**config.mk**
```make
export PLATFORM = sky130hd
export DESIGN_NAME = dual_stepper_frequency_ramp_top
export DESIGN_NICKNAME = d
export VERILOG_FILES = /design/src/rtl/dsfr_pkg.sv /design/src/rtl/dual_stepper_frequency_ramp_top.sv
export SDC_FILE = /design/constraint.sdc
export NUM_CORES = 1
export LEC_CHECK = 0
export BUFFER_PORTS_ARGS = -buffer_cell sky130_fd_sc_hd__buf_4
export CORE_ASPECT_RATIO = 1.4
export CORE_MARGIN = 2
export CORE_UTILIZATION = 40
export CTS_BUF_LIST = sky130_fd_sc_hd__clkbuf_8
export CTS_CLUSTER_DIAMETER = 80
export CTS_CLUSTER_SIZE = 28
export DETAILED_ROUTE_END_ITERATION = 7
export PLACE_DENSITY = 0.54
export SYNTH_ARGS = -nofsm -noshare
export SYNTH_HDL_FRONTEND = slang
export SYNTH_SLANG_ARGS = --single-unit
```
**constraint.sdc**
```tcl
create_clock -name clk -period 11.5 [get_ports clk]
set_clock_uncertainty 0.2 [all_clocks]
set_input_delay 0.575 -clock clk [delete_from_list [all_inputs] [get_ports clk]]
set_output_delay 0.575 -clock clk [all_outputs]
set_load 0.02 [all_outputs]
```
**src/rtl/dsfr_pkg.sv**
```systemverilog
// Shared constants and types for the dual stepper frequency ramp block.
package dsfr_pkg;

  // Tick periods and counts.
  localparam int UP_PERIOD_A   = 10;
  localparam int DOWN_PERIOD_A = 10;
  localparam int UP_PERIOD_B   = 10;
  localparam int DOWN_PERIOD_B = 10;
  localparam int ENABLE_DELAY  = 40;
  localparam int LED_PERIOD    = 500;
  localparam int TOGGLE_SPAN   = 20000;
  localparam int TOGGLE_PHASE  = 19999;
  localparam int BEACON_MAX    = 20;

  // Phase counter widths, sized for the largest allowed period of each kind.
  localparam int RAMP_PH_W = 10;
  localparam int LED_PH_W  = 14;
  localparam int TOG_PH_W  = 15;

  // Ramp periods per motor, motor A at index 0.
  localparam logic [1:0][RAMP_PH_W-1:0] UP_PERIODS =
    {RAMP_PH_W'(UP_PERIOD_B), RAMP_PH_W'(UP_PERIOD_A)};
  localparam logic [1:0][RAMP_PH_W-1:0] DOWN_PERIODS =
    {RAMP_PH_W'(DOWN_PERIOD_B), RAMP_PH_W'(DOWN_PERIOD_A)};

  // Beat widths.
  localparam int S_DATA_W = 24;
  localparam int S_USER_W = 3;
  localparam int M_DATA_W = 48;
  localparam int ADDR_W   = 5;

  typedef enum logic [1:0] {
    OP_TICK  = 2'd0,
    OP_START = 2'd1,
    OP_STOP  = 2'd2,
    OP_NONE  = 2'd3
  } op_t;

  typedef enum logic [2:0] {
    REG_UP_STEP_A    = 3'd0,
    REG_DOWN_STEP_A  = 3'd1,
    REG_UP_STEP_B    = 3'd2,
    REG_DOWN_STEP_B  = 3'd3,
    REG_STEP_LIMIT_A = 3'd4,
    REG_STEP_LIMIT_B = 3'd5,
    REG_FLOOR_FREQ_A = 3'd6,
    REG_FLOOR_FREQ_B = 3'd7
  } reg_idx_t;

endpackage

```
**src/rtl/dual_stepper_frequency_ramp_top.sv**
```systemverilog
// Top level of the dual stepper frequency ramp: tick engine, ramp logic and register file.
//
// Each input beat is a tick, a start or stop command or a no-op, and yields exactly one
// output beat that reports both motor frequencies, the ramp flags and the tick-driven
// status bits after the beat has been applied. The state and the output register
// update at the edge where the beat is accepted, so the block takes one beat per cycle
// unless the output stalls. The output register is the only buffer; s_axis_tready is
// low only while a result waits and m_axis_tready is low. Tick periods are tracked by
// small phase counters beside the 16-bit tick counter, which restart when the tick
// counter wraps. Registers must be written by the user through the APB port only while
// no beat is in flight; the block does not enforce it.
module dual_stepper_frequency_ramp_top
  import dsfr_pkg::*;
(
  input  logic                clk,
  input  logic                rst,
  // Input stream
  input  logic                s_axis_tvalid,
  output logic                s_axis_tready,
  // [15:0] target_freq, [16] status_acked, [23:17] zero
  input  logic [S_DATA_W-1:0] s_axis_tdata,
  // [1:0] op, [2] motor
  input  logic [S_USER_W-1:0] s_axis_tuser,
  // Output stream
  output logic                m_axis_tvalid,
  input  logic                m_axis_tready,
  // [15:0] freq_a, [31:16] freq_b, [32] update_a, [33] update_b, [34] rising_a,
  // [35] falling_a, [36] rising_b, [37] falling_b, [38] drive_on, [39] led_lit,
  // [40] beacon, [41] enable_toggle, [47:42] zero
  output logic [M_DATA_W-1:0] m_axis_tdata,
  // Configuration port
  input  logic                psel,
  input  logic                penable,
  input  logic                pwrite,
  input  logic [ADDR_W-1:0]   paddr,
  input  logic [31:0]         pwdata,
  output logic [31:0]         prdata,
  output logic                pready
);

  // Configuration registers, motor A at index 0.
  logic [1:0][15:0] up_step;
  logic [1:0][15:0] down_step;
  logic [1:0][7:0]  step_limit;
  logic [1:0][15:0] floor_freq;

  // Engine state.
  logic [15:0]                tick_count;
  logic [15:0]                tick_count_next;
  logic [1:0][RAMP_PH_W-1:0]  up_phase;
  logic [1:0][RAMP_PH_W-1:0]  up_phase_next;
  logic [1:0][RAMP_PH_W-1:0]  down_phase;
  logic [1:0][RAMP_PH_W-1:0]  down_phase_next;
  logic [LED_PH_W-1:0]        led_phase;
  logic [LED_PH_W-1:0]        led_phase_next;
  logic [TOG_PH_W-1:0]        tog_phase;
  logic [TOG_PH_W-1:0]        tog_phase_next;
  logic                       drive_latched;
  logic                       drive_latched_next;
  logic [1:0][15:0]           freq_now;
  logic [1:0][15:0]           freq_now_next;
  logic [1:0][15:0]           goal_freq;
  logic [1:0][15:0]           goal_freq_next;
  logic [1:0][7:0]            step_count;
  logic [1:0][7:0]            step_count_next;
  logic [1:0]                 ramp_up;
  logic [1:0]                 ramp_up_next;
  logic [1:0]                 ramp_down;
  logic [1:0]                 ramp_down_next;
  logic [1:0]                 changed;
  logic                       led_state;
  logic                       led_state_next;
  logic [4:0]                 beacon_count;
  logic [4:0]                 beacon_count_next;
  logic                       beacon_now;
  logic                       motor_enable;
  logic                       motor_enable_next;

  logic        s_fire;
  op_t         op;
  logic        motor;
  logic [15:0] target_freq;
  logic        status_acked;
  logic        is_tick;
  logic        cfg_write;
  reg_idx_t    cfg_idx;

  // Beat fields and handshake.
  assign op            = op_t'(s_axis_tuser[1:0]);
  assign motor         = s_axis_tuser[2];
  assign target_freq   = s_axis_tdata[15:0];
  assign status_acked  = s_axis_tdata[16];
  assign s_axis_tready = !m_axis_tvalid || m_axis_tready;
  assign s_fire        = s_axis_tvalid && s_axis_tready;
  assign is_tick       = (op == OP_TICK);

  // Register file writes and reads.
  assign pready    = 1'b1;
  assign cfg_idx   = reg_idx_t'(paddr[4:2]);
  assign cfg_write = psel && penable && pwrite && pready;

  always_ff @(posedge clk) begin
    if (rst) begin
      up_step    <= {2{16'd100}};
      down_step  <= {2{16'd100}};
      step_limit <= {2{8'd20}};
      floor_freq <= {2{16'd100}};
    end else if (cfg_write) begin
      case (cfg_idx)
        REG_UP_STEP_A:    up_step[0]    <= pwdata[15:0];
        REG_DOWN_STEP_A:  down_step[0]  <= pwdata[15:0];
        REG_UP_STEP_B:    up_step[1]    <= pwdata[15:0];
        REG_DOWN_STEP_B:  down_step[1]  <= pwdata[15:0];
        REG_STEP_LIMIT_A: step_limit[0] <= pwdata[7:0];
        REG_STEP_LIMIT_B: step_limit[1] <= pwdata[7:0];
        REG_FLOOR_FREQ_A: floor_freq[0] <= pwdata[15:0];
        REG_FLOOR_FREQ_B: floor_freq[1] <= pwdata[15:0];
        default: ;
      endcase
    end
  end

  always_comb begin
    case (cfg_idx)
      REG_UP_STEP_A:    prdata = {16'd0, up_step[0]};
      REG_DOWN_STEP_A:  prdata = {16'd0, down_step[0]};
      REG_UP_STEP_B:    prdata = {16'd0, up_step[1]};
      REG_DOWN_STEP_B:  prdata = {16'd0, down_step[1]};
      REG_STEP_LIMIT_A: prdata = {24'd0, step_limit[0]};
      REG_STEP_LIMIT_B: prdata = {24'd0, step_limit[1]};
      REG_FLOOR_FREQ_A: prdata = {16'd0, floor_freq[0]};
      REG_FLOOR_FREQ_B: prdata = {16'd0, floor_freq[1]};
      default:          prdata = 32'd0;
    endcase
  end

  // Tick counter and phase counters; each phase is the tick count modulo its period,
  // and all phases restart when the tick counter wraps to zero.
  always_comb begin
    tick_count_next = tick_count;
    up_phase_next   = up_phase;
    down_phase_next = down_phase;
    led_phase_next  = led_phase;
    tog_phase_next  = tog_phase;
    if (is_tick) begin
      tick_count_next = tick_count + 16'd1;
      for (int m = 0; m < 2; m++) begin
        if (tick_count_next == 16'd0 || up_phase[m] == UP_PERIODS[m] - RAMP_PH_W'(1)) begin
          up_phase_next[m] = '0;
        end else begin
          up_phase_next[m] = up_phase[m] + RAMP_PH_W'(1);
        end
        if (tick_count_next == 16'd0 ||
            down_phase[m] == DOWN_PERIODS[m] - RAMP_PH_W'(1)) begin
          down_phase_next[m] = '0;
        end else begin
          down_phase_next[m] = down_phase[m] + RAMP_PH_W'(1);
        end
      end
      if (tick_count_next == 16'd0 || led_phase == LED_PH_W'(LED_PERIOD - 1)) begin
        led_phase_next = '0;
      end else begin
        led_phase_next = led_phase + LED_PH_W'(1);
      end
      if (tick_count_next == 16'd0 || tog_phase == TOG_PH_W'(TOGGLE_SPAN - 1)) begin
        tog_phase_next = '0;
      end else begin
        tog_phase_next = tog_phase + TOG_PH_W'(1);
      end
    end
  end

  // Ramp logic per motor: ramp-up step first, then ramp-down step, then commands.
  always_comb begin
    logic [16:0] sum;
    logic [15:0] f;
    logic [7:0]  s;
    logic        r;
    logic        d;
    for (int m = 0; m < 2; m++) begin
      f = freq_now[m];
      s = step_count[m];
      r = ramp_up[m];
      d = ramp_down[m];
      changed[m] = 1'b0;
      goal_freq_next[m] = goal_freq[m];
      sum = {1'b0, f} + {1'b0, up_step[m]};
      if (is_tick) begin
        if (r && s < step_limit[m] && up_phase_next[m] == '0) begin
          changed[m] = 1'b1;
          s = s + 8'd1;
          if (sum >= {1'b0, goal_freq[m]} || s >= step_limit[m]) begin
            f = goal_freq[m];
            r = 1'b0;
          end else begin
            f = sum[15:0];
          end
        end
        if (d && s != 8'd0 && down_phase_next[m] == '0) begin
          changed[m] = 1'b1;
          s = s - 8'd1;
          if (down_step[m] > f || f - down_step[m] < floor_freq[m]) begin
            f = floor_freq[m];
            d = 1'b0;
            s = 8'd0;
          end else begin
            f = f - down_step[m];
          end
        end
      end else if (op == OP_START && motor == m[0]) begin
        goal_freq_next[m] = target_freq;
        r = 1'b1;
        d = 1'b0;
      end else if (op == OP_STOP && motor == m[0]) begin
        r = 1'b0;
        d = 1'b1;
      end
      freq_now_next[m]   = f;
      step_count_next[m] = s;
      ramp_up_next[m]    = r;
      ramp_down_next[m]  = d;
    end
  end

  // Drive latch, LED, beacons and the motor-enable toggle.
  always_comb begin
    drive_latched_next = drive_latched;
    led_state_next     = led_state;
    beacon_count_next  = beacon_count;
    beacon_now         = 1'b0;
    motor_enable_next  = motor_enable;
    if (is_tick) begin
      if (tick_count_next >= 16'(ENABLE_DELAY)) begin
        drive_latched_next = 1'b1;
      end
      if (led_phase_next == '0) begin
        led_state_next = !led_state;
        if (!status_acked && beacon_count < 5'(BEACON_MAX)) begin
          beacon_now        = 1'b1;
          beacon_count_next = beacon_count + 5'd1;
        end
      end
      if (tog_phase_next == TOG_PH_W'(TOGGLE_PHASE)) begin
        motor_enable_next = !motor_enable;
      end
    end
  end

  // State registers, updated on each accepted beat.
  always_ff @(posedge clk) begin
    if (rst) begin
      tick_count    <= '0;
      up_phase      <= '0;
      down_phase    <= '0;
      led_phase     <= '0;
      tog_phase     <= '0;
      drive_latched <= 1'b0;
      freq_now      <= '0;
      goal_freq     <= '0;
      step_count    <= '0;
      ramp_up       <= '0;
      ramp_down     <= '0;
      led_state     <= 1'b0;
      beacon_count  <= '0;
      motor_enable  <= 1'b0;
    end else if (s_fire) begin
      tick_count    <= tick_count_next;
      up_phase      <= up_phase_next;
      down_phase    <= down_phase_next;
      led_phase     <= led_phase_next;
      tog_phase     <= tog_phase_next;
      drive_latched <= drive_latched_next;
      freq_now      <= freq_now_next;
      goal_freq     <= goal_freq_next;
      step_count    <= step_count_next;
      ramp_up       <= ramp_up_next;
      ramp_down     <= ramp_down_next;
      led_state     <= led_state_next;
      beacon_count  <= beacon_count_next;
      motor_enable  <= motor_enable_next;
    end
  end

  // Output register.
  always_ff @(posedge clk) begin
    if (rst) begin
      m_axis_tvalid <= 1'b0;
    end else if (s_fire) begin
      m_axis_tvalid <= 1'b1;
    end else if (m_axis_tready) begin
      m_axis_tvalid <= 1'b0;
    end
  end

  always_ff @(posedge clk) begin
    if (s_fire) begin
      m_axis_tdata <= {6'd0, motor_enable_next, beacon_now, led_state_next,
                       drive_latched_next, ramp_down_next[1], ramp_up_next[1],
                       ramp_down_next[0], ramp_up_next[0], changed[1], changed[0],
                       freq_now_next[1], freq_now_next[0]};
    end
  end

`ifndef NO_ASSERTIONS
  // A motor never ramps up and down at once.
  a_ramp_exclusive: assert property (@(posedge clk) disable iff (rst)
    !(ramp_up[0] && ramp_down[0]) && !(ramp_up[1] && ramp_down[1]))
    else $error("ramp-up and ramp-down armed together");

  // Beacon count never passes its maximum.
  a_beacon_max: assert property (@(posedge clk) disable iff (rst)
    beacon_count <= 5'(BEACON_MAX))
    else $error("beacon count above maximum");

  // Drive enable, once latched, stays latched.
  a_drive_sticky: assert property (@(posedge clk) disable iff (rst)
    drive_latched |=> drive_latched)
    else $error("drive enable dropped");

  // Commands do not advance the tick counter.
  a_cmd_no_tick: assert property (@(posedge clk) disable iff (rst)
    (s_fire && !is_tick) |=> $stable(tick_count))
    else $error("tick counter moved on a command beat");

  // An empty output register never blocks the input.
  a_ready_empty: assert property (@(posedge clk) disable iff (rst)
    !m_axis_tvalid |-> s_axis_tready)
    else $error("input stalled with empty output register");
`endif

endmodule

```
# Word-level counts from Yosys, hierarchy flattened
# Index checks and enable logic that the tools add are counted.
[classes] n_addsub=16 magnitude_cmp=12 eq_ne=16 mux=65 bitwise_logic=2 n_reduce_logical=55
[ops] op="32-bit one-hot mux with 8 select lines" count=1
[ops] op="16-bit two-way mux" count=13
[ops] op="8-bit two-way mux" count=8
[ops] op="10-bit by 1-bit adder with 10-bit output (second input constant)" count=4
[ops] op="10-bit by 4-bit equality test with 1-bit output (second input constant)" count=4
[ops] op="10-bit logical NOT" count=4
[ops] op="10-bit two-way mux" count=4
[ops] op="20-bit two-way mux" count=2
[ops] op="16-bit by 16-bit adder with 17-bit output" count=2
[ops] op="17-bit by 16-bit >= comparator with 1-bit output" count=2
[ops] op="1-bit two-way mux" count=33
[ops] op="16-bit > comparator" count=2
[ops] op="16-bit less-than comparator" count=2
[ops] op="16-bit subtractor" count=2
[ops] op="15-bit equality test (second input constant)" count=2
[ops] op="15-bit two-way mux" count=2
[ops] op="14-bit two-way mux" count=2
[ops] op="2-bit AND reduction" count=10
[ops] op="16-bit by 1-bit adder with 16-bit output (second input constant)" count=1
[ops] op="8-bit by 1-bit adder with 8-bit output (second input constant)" count=2
[ops] op="16-bit by 6-bit >= comparator with 1-bit output (second input constant)" count=1
[ops] op="8-bit >= comparator" count=2
[ops] op="1-bit logical AND" count=16
[ops] op="16-bit logical NOT" count=1
[ops] op="other kinds (22)" count=44
[totals] reg_bits=332 out_inout_bits=83 wordCells=197

# Depth between registers and ports, before layout
[logic_depth] word_depth=15 ltp_mapped=45

# Worst setup path before layout
# No wires, ideal clock.
[synth_path] path_kind="register to register" startpoint="reg freq_now[1] (netlist name)" endpoint="reg m_axis_tdata[3] (data pin)" setup_time_ps=260 arrival_ps=8110 required_ps=11040 slack_ps=2930 path_stages_with_launch=45 path_buffers=4 period_less_slack_ps=8570 cell_sequence="dfxtp_1 -> ha_1 -> a21o_1 -> a21oi_1 -> nand2b_1 -> a211oi_1 -> o31ai_1 -> o21bai_1 -> a21oi_1 -> xnor2_1 -> ha_1 -> and4_1 -> nand2_1 -> o21ai_0 -> a21oi_1 -> o221ai_1 -> nor3_1 -> o21a_1 -> [9 not listed] -> o21ai_0 -> a21oi_1 -> a41o_1 -> o41ai_1 -> o21ba_2 -> o21ai_0 -> xor2_1 -> ha_1 -> a21o_1 -> a21oi_1 -> o21ai_0 -> a21oi_1 -> and3b_1 -> clkbuf_1 -> clkbuf_1 -> a21oi_1 -> o21ai_0 -> mux2_2"
[synth_lines] item="from (decl)" line="dual_stepper_frequency_ramp_top.sv:60" text="logic [1:0][15:0] freq_now;"
[synth_lines] item="from (signal assigned)" line="dual_stepper_frequency_ramp_top.sv:273" text="freq_now <= freq_now_next;"
[synth_lines] item="to (signal assigned)" line="dual_stepper_frequency_ramp_top.sv:297" text="m_axis_tdata <= {6'd0, motor_enable_next, beacon_now, led_state_next,"
[synth_lines] item="to (decl)" line="dual_stepper_frequency_ramp_top.sv:30" text="output logic [M_DATA_W-1:0] m_axis_tdata,"

==> summary.txt <==
Outcome
  • Outcome: finished clean

Place
  • Post-DP Area: about 25000 um^2
  • # port buffers: approximately 110
  • Hpwl dp: ~56000 um
  • Placer congestion estimate: about 0.92

CTS
  • Sink Count: 332
  • CTS tree: yes
  • Num CTS Buffers: 20
  • Hold-fix buffers at CTS: 32
  • Htree depth: 1
  • Clk Latency, worst-skew pair: 650 ps
  • Setup bufs post-CTS: 0
  • Root Buffer Master: clkbuf_8
  • Resize count post-CTS: 0
  • CTS max path bufs: 3
  • Clk slew on worst S/H paths: 160 ps

Worst hold path
  • Hold WC Path Type: in -> reg
  • Hold Path Stages: 3

Global route
  • First-pass GRT wire length: 117000 um
  • Total grt overflow: 0
  • Largest net degree at the start of global routing: 104
  • Vias in the first global route: 21100
  • Initial antenna violation count: 3
  • Global-route usage over all layers: 24.3%

Cells and area
  • Layout cells sized above 1: 8.51%
  • Commonest non-fill, non-tap cell in the layout: nand2_1
  • Most frequent cells in the layout: 427 x nand2_1, 329 x a21oi_1, 290 x dfxtp_1
  • Area Growth Syn to Fin: 8.29%
  • FILL cells: between 6000 and 7000
  • Fin nets: 3329
  • Non-Filler Cell Area, Final: 25400 um^2

Worst setup path
  • Crit start category: register
  • Crit path DAT: about 9900 ps
  • Slowest stage delay, CP: 740 ps
  • Critical Path Sink Type: register
  • Top Family by Delay on Critical Path: compound AO/OA/AOI/OAI gates
  • CP Depth: 38
  • Reg2reg path depth: 38
  • Critical path class: reg -> reg
  • Slowest CP cell: o41ai_1
  • Crit Path Max Fanout: 18
  • CP bufs+invs: 2
  • Worst Path Required: 11610 ps

Synthesis
  • Largest family of logic cells by synthesized area: simple AND/OR/NAND/NOR gates
  • Number of distinct library cells after synthesis: 94
  • Simple-gate portion of the synthesized area: 22.3%
  • Synthesized area: about 23000 um^2
  • Mux cell area share after synthesis: 5.47%
  • Post-synthesis compound-gate area fraction: 21.0%
  • Post-synth EDFFs: 42
  • Ys flop type: dfxtp_1
  • Synth Area in Adders: about a tenth
  • Synth warn: 0
  • #FFs+latches synth: about 330
  • Post-Synth XOR/XNOR Area: between 4 and 5%
  • Asr flop ratio synth: 0%
  • Synth Instances: 3070
  • Seq/Total Area, Yosys: between 30 and 40%
  • Syn Area/Cell: 7.64 um^2

Timing
  • Pins over their slew limit: 0
  • Slew @ Worst Pin: ~1200 ps
  • Final Critical Period: 9810 ps
  • Count of final hold-check violations: 0
  • Fin crit share: 85.3%
  • Relative max-transition margin: 20.3%
  • Fmax: between 100 and 150 MHz
  • Setup violators final: 0
  • RSZ-0062 raised after global routing: false
  • Setup_tns: 0 ps

Drt
  • # DRC: 0
  • Highest routed metal layer: met5
  • WL final: 75200 um
  • Initial DRC Count: 1328
  • Met2 routed WL: 38000 um
  • M1 WL: 30500 um
  • 1st-pass router iterations: 5
  • Drt via density: approximately 5.7
  • Routed length per instance: 19.6 um
  • Met3 wire length: 2670 um
  • Routed Antenna Nets: 0
  • Routed via count: approximately 22000

Power and ir drop
  • Pwr dens: ~90 nW/um^2
  • Internal Dissipation: ~0.0015 W
  • Worst vdd ir: 0.0000890 V
  • Switch Pwr: approximately 0.00073 W
  • Pwr Total: 0.00226 W
  • Comb power frac: approximately 18%
  • Switching Fraction: about 32%
  • Leakage power: 9.64 nW
  • Sequential Power Share: a little over half
  • Clock share of power: 28.3%

Floorplan
  • Initial Utilization: 40.2%
  • Row count: 105
  • IO Pins: between 150 and 200
  • Die ar.: 60600 um^2
  • Die height: 290 um
  • Placeable core area: 58300 um^2
  • Chip Width: 209 um

Job
  • Max-Cap Viols: 0
[registers in the layout, indices dropped and copies added (netlist names), 2 cells and up]
signal        count
m_axis_tdata     42
down_step        32
floor_freq       32
freq_now         32
goal_freq        32
up_step          32
down_phase       20
up_phase         20
step_count       16
step_limit       16
tick_count       16
tog_phase        15
led_phase        14
beacon_count      5
ramp_down         2
ramp_up           2
[routing by layer]
metal  global-route usage [%]  up-vias
li1                         -    10800
met1                     27.8    10300
met2                     44.7      507
met3                     2.14      147
met4                     12.2        4
met5                        0        -
[stage by stage]
stage	hold WS (ps)	cells	util, %	setup slack [ps]
final	61.2	3840	43.5	1690
after CTS	15.8	3839	43.5	1630
after global placement	243	3772	42.2	1920
after global routing	34.2	3840	43.5	907
after detailed placement	247	3772	42.2	1730
after floorplan	236	3091	-	2930
[worst register-to-register path, delay by kind of cell, from the launching register on]
family	cells	cell delay, ps
xor gates and xnor gates	2	350
AOI/OAI and AO/OA	19	4690
and+or+nand+nor	8	1320
DFF	1	450
buffers and inverters	2	340
adders and majority gates	4	1320
muxes	3	800
[cell usage after synthesis (26+ instances only)]
master / instances / area, um^2
mux2i_1: 73 / 731
dfxtp_1: 290 / 5810
mux2_2: 39 / 439
ha_1: 177 / 2210
nand2_1: 427 / 1600
xnor2_1: 72 / 631
nor3_1: 83 / 415
nand4_1: 30 / 188
and3_1: 31 / 194
clkbuf_1: 144 / 541
nor4_1: 26 / 163
a211oi_1: 29 / 218
o21ai_0: 179 / 896
or3_1: 28 / 175
edfxtp_1: 42 / 1260
inv_1: 193 / 724
a21oi_1: 331 / 1660
xor2_1: 44 / 385
nand3_1: 85 / 425
nor2_1: 283 / 1060
a21o_1: 26 / 195
[cell families after synthesis]
| group | after synthesis |
|---|---|
| buf+inv | 392 |
| xor+xnor | 116 |
| other cells | 2 |
| flops | 332 |
| mux | 118 |
| compound gates | 799 |
| fa+ha+maj | 181 |
| simple gates | 1130 |
[power by group through the flow]
stage / clock [W] / combinational (W) / sequential, W
floorplan: 0 / 0.000266 / 0.00124
global placement: 0 / 0.000392 / 0.00124
detailed placement: 0 / 0.000397 / 0.00124
CTS: 0.000673 / 0.000408 / 0.00121
global route: 0.000708 / 0.000448 / 0.00122
finish: 0.000641 / 0.000408 / 0.00121
[worst paths after layout]
kind                                    endpoint  slack, ps           from
worst max-delay path            m_axis_tdata[31]       1690    up_step[16]
worst min-delay path                  up_step[5]         60      pwdata[5]
worst max register to register  m_axis_tdata[31]       1690    up_step[16]
worst min register to register     goal_freq[15]        270  goal_freq[15]
[layout make-up]
type,instances,area (um^2),area share (%)
Antenna cell,1,2.50,0.00986
Clock buffer,21,289,1.14
Clock inverter,14,150,0.591
Inverter,193,726,2.86
Multi-Input combinational cell,2367,14900,58.7
Sequential cell,332,7070,27.8
Tap cell,749,937,3.69
Timing Repair Buffer,163,1310,5.16
Power figures use the tool's default switching activity.
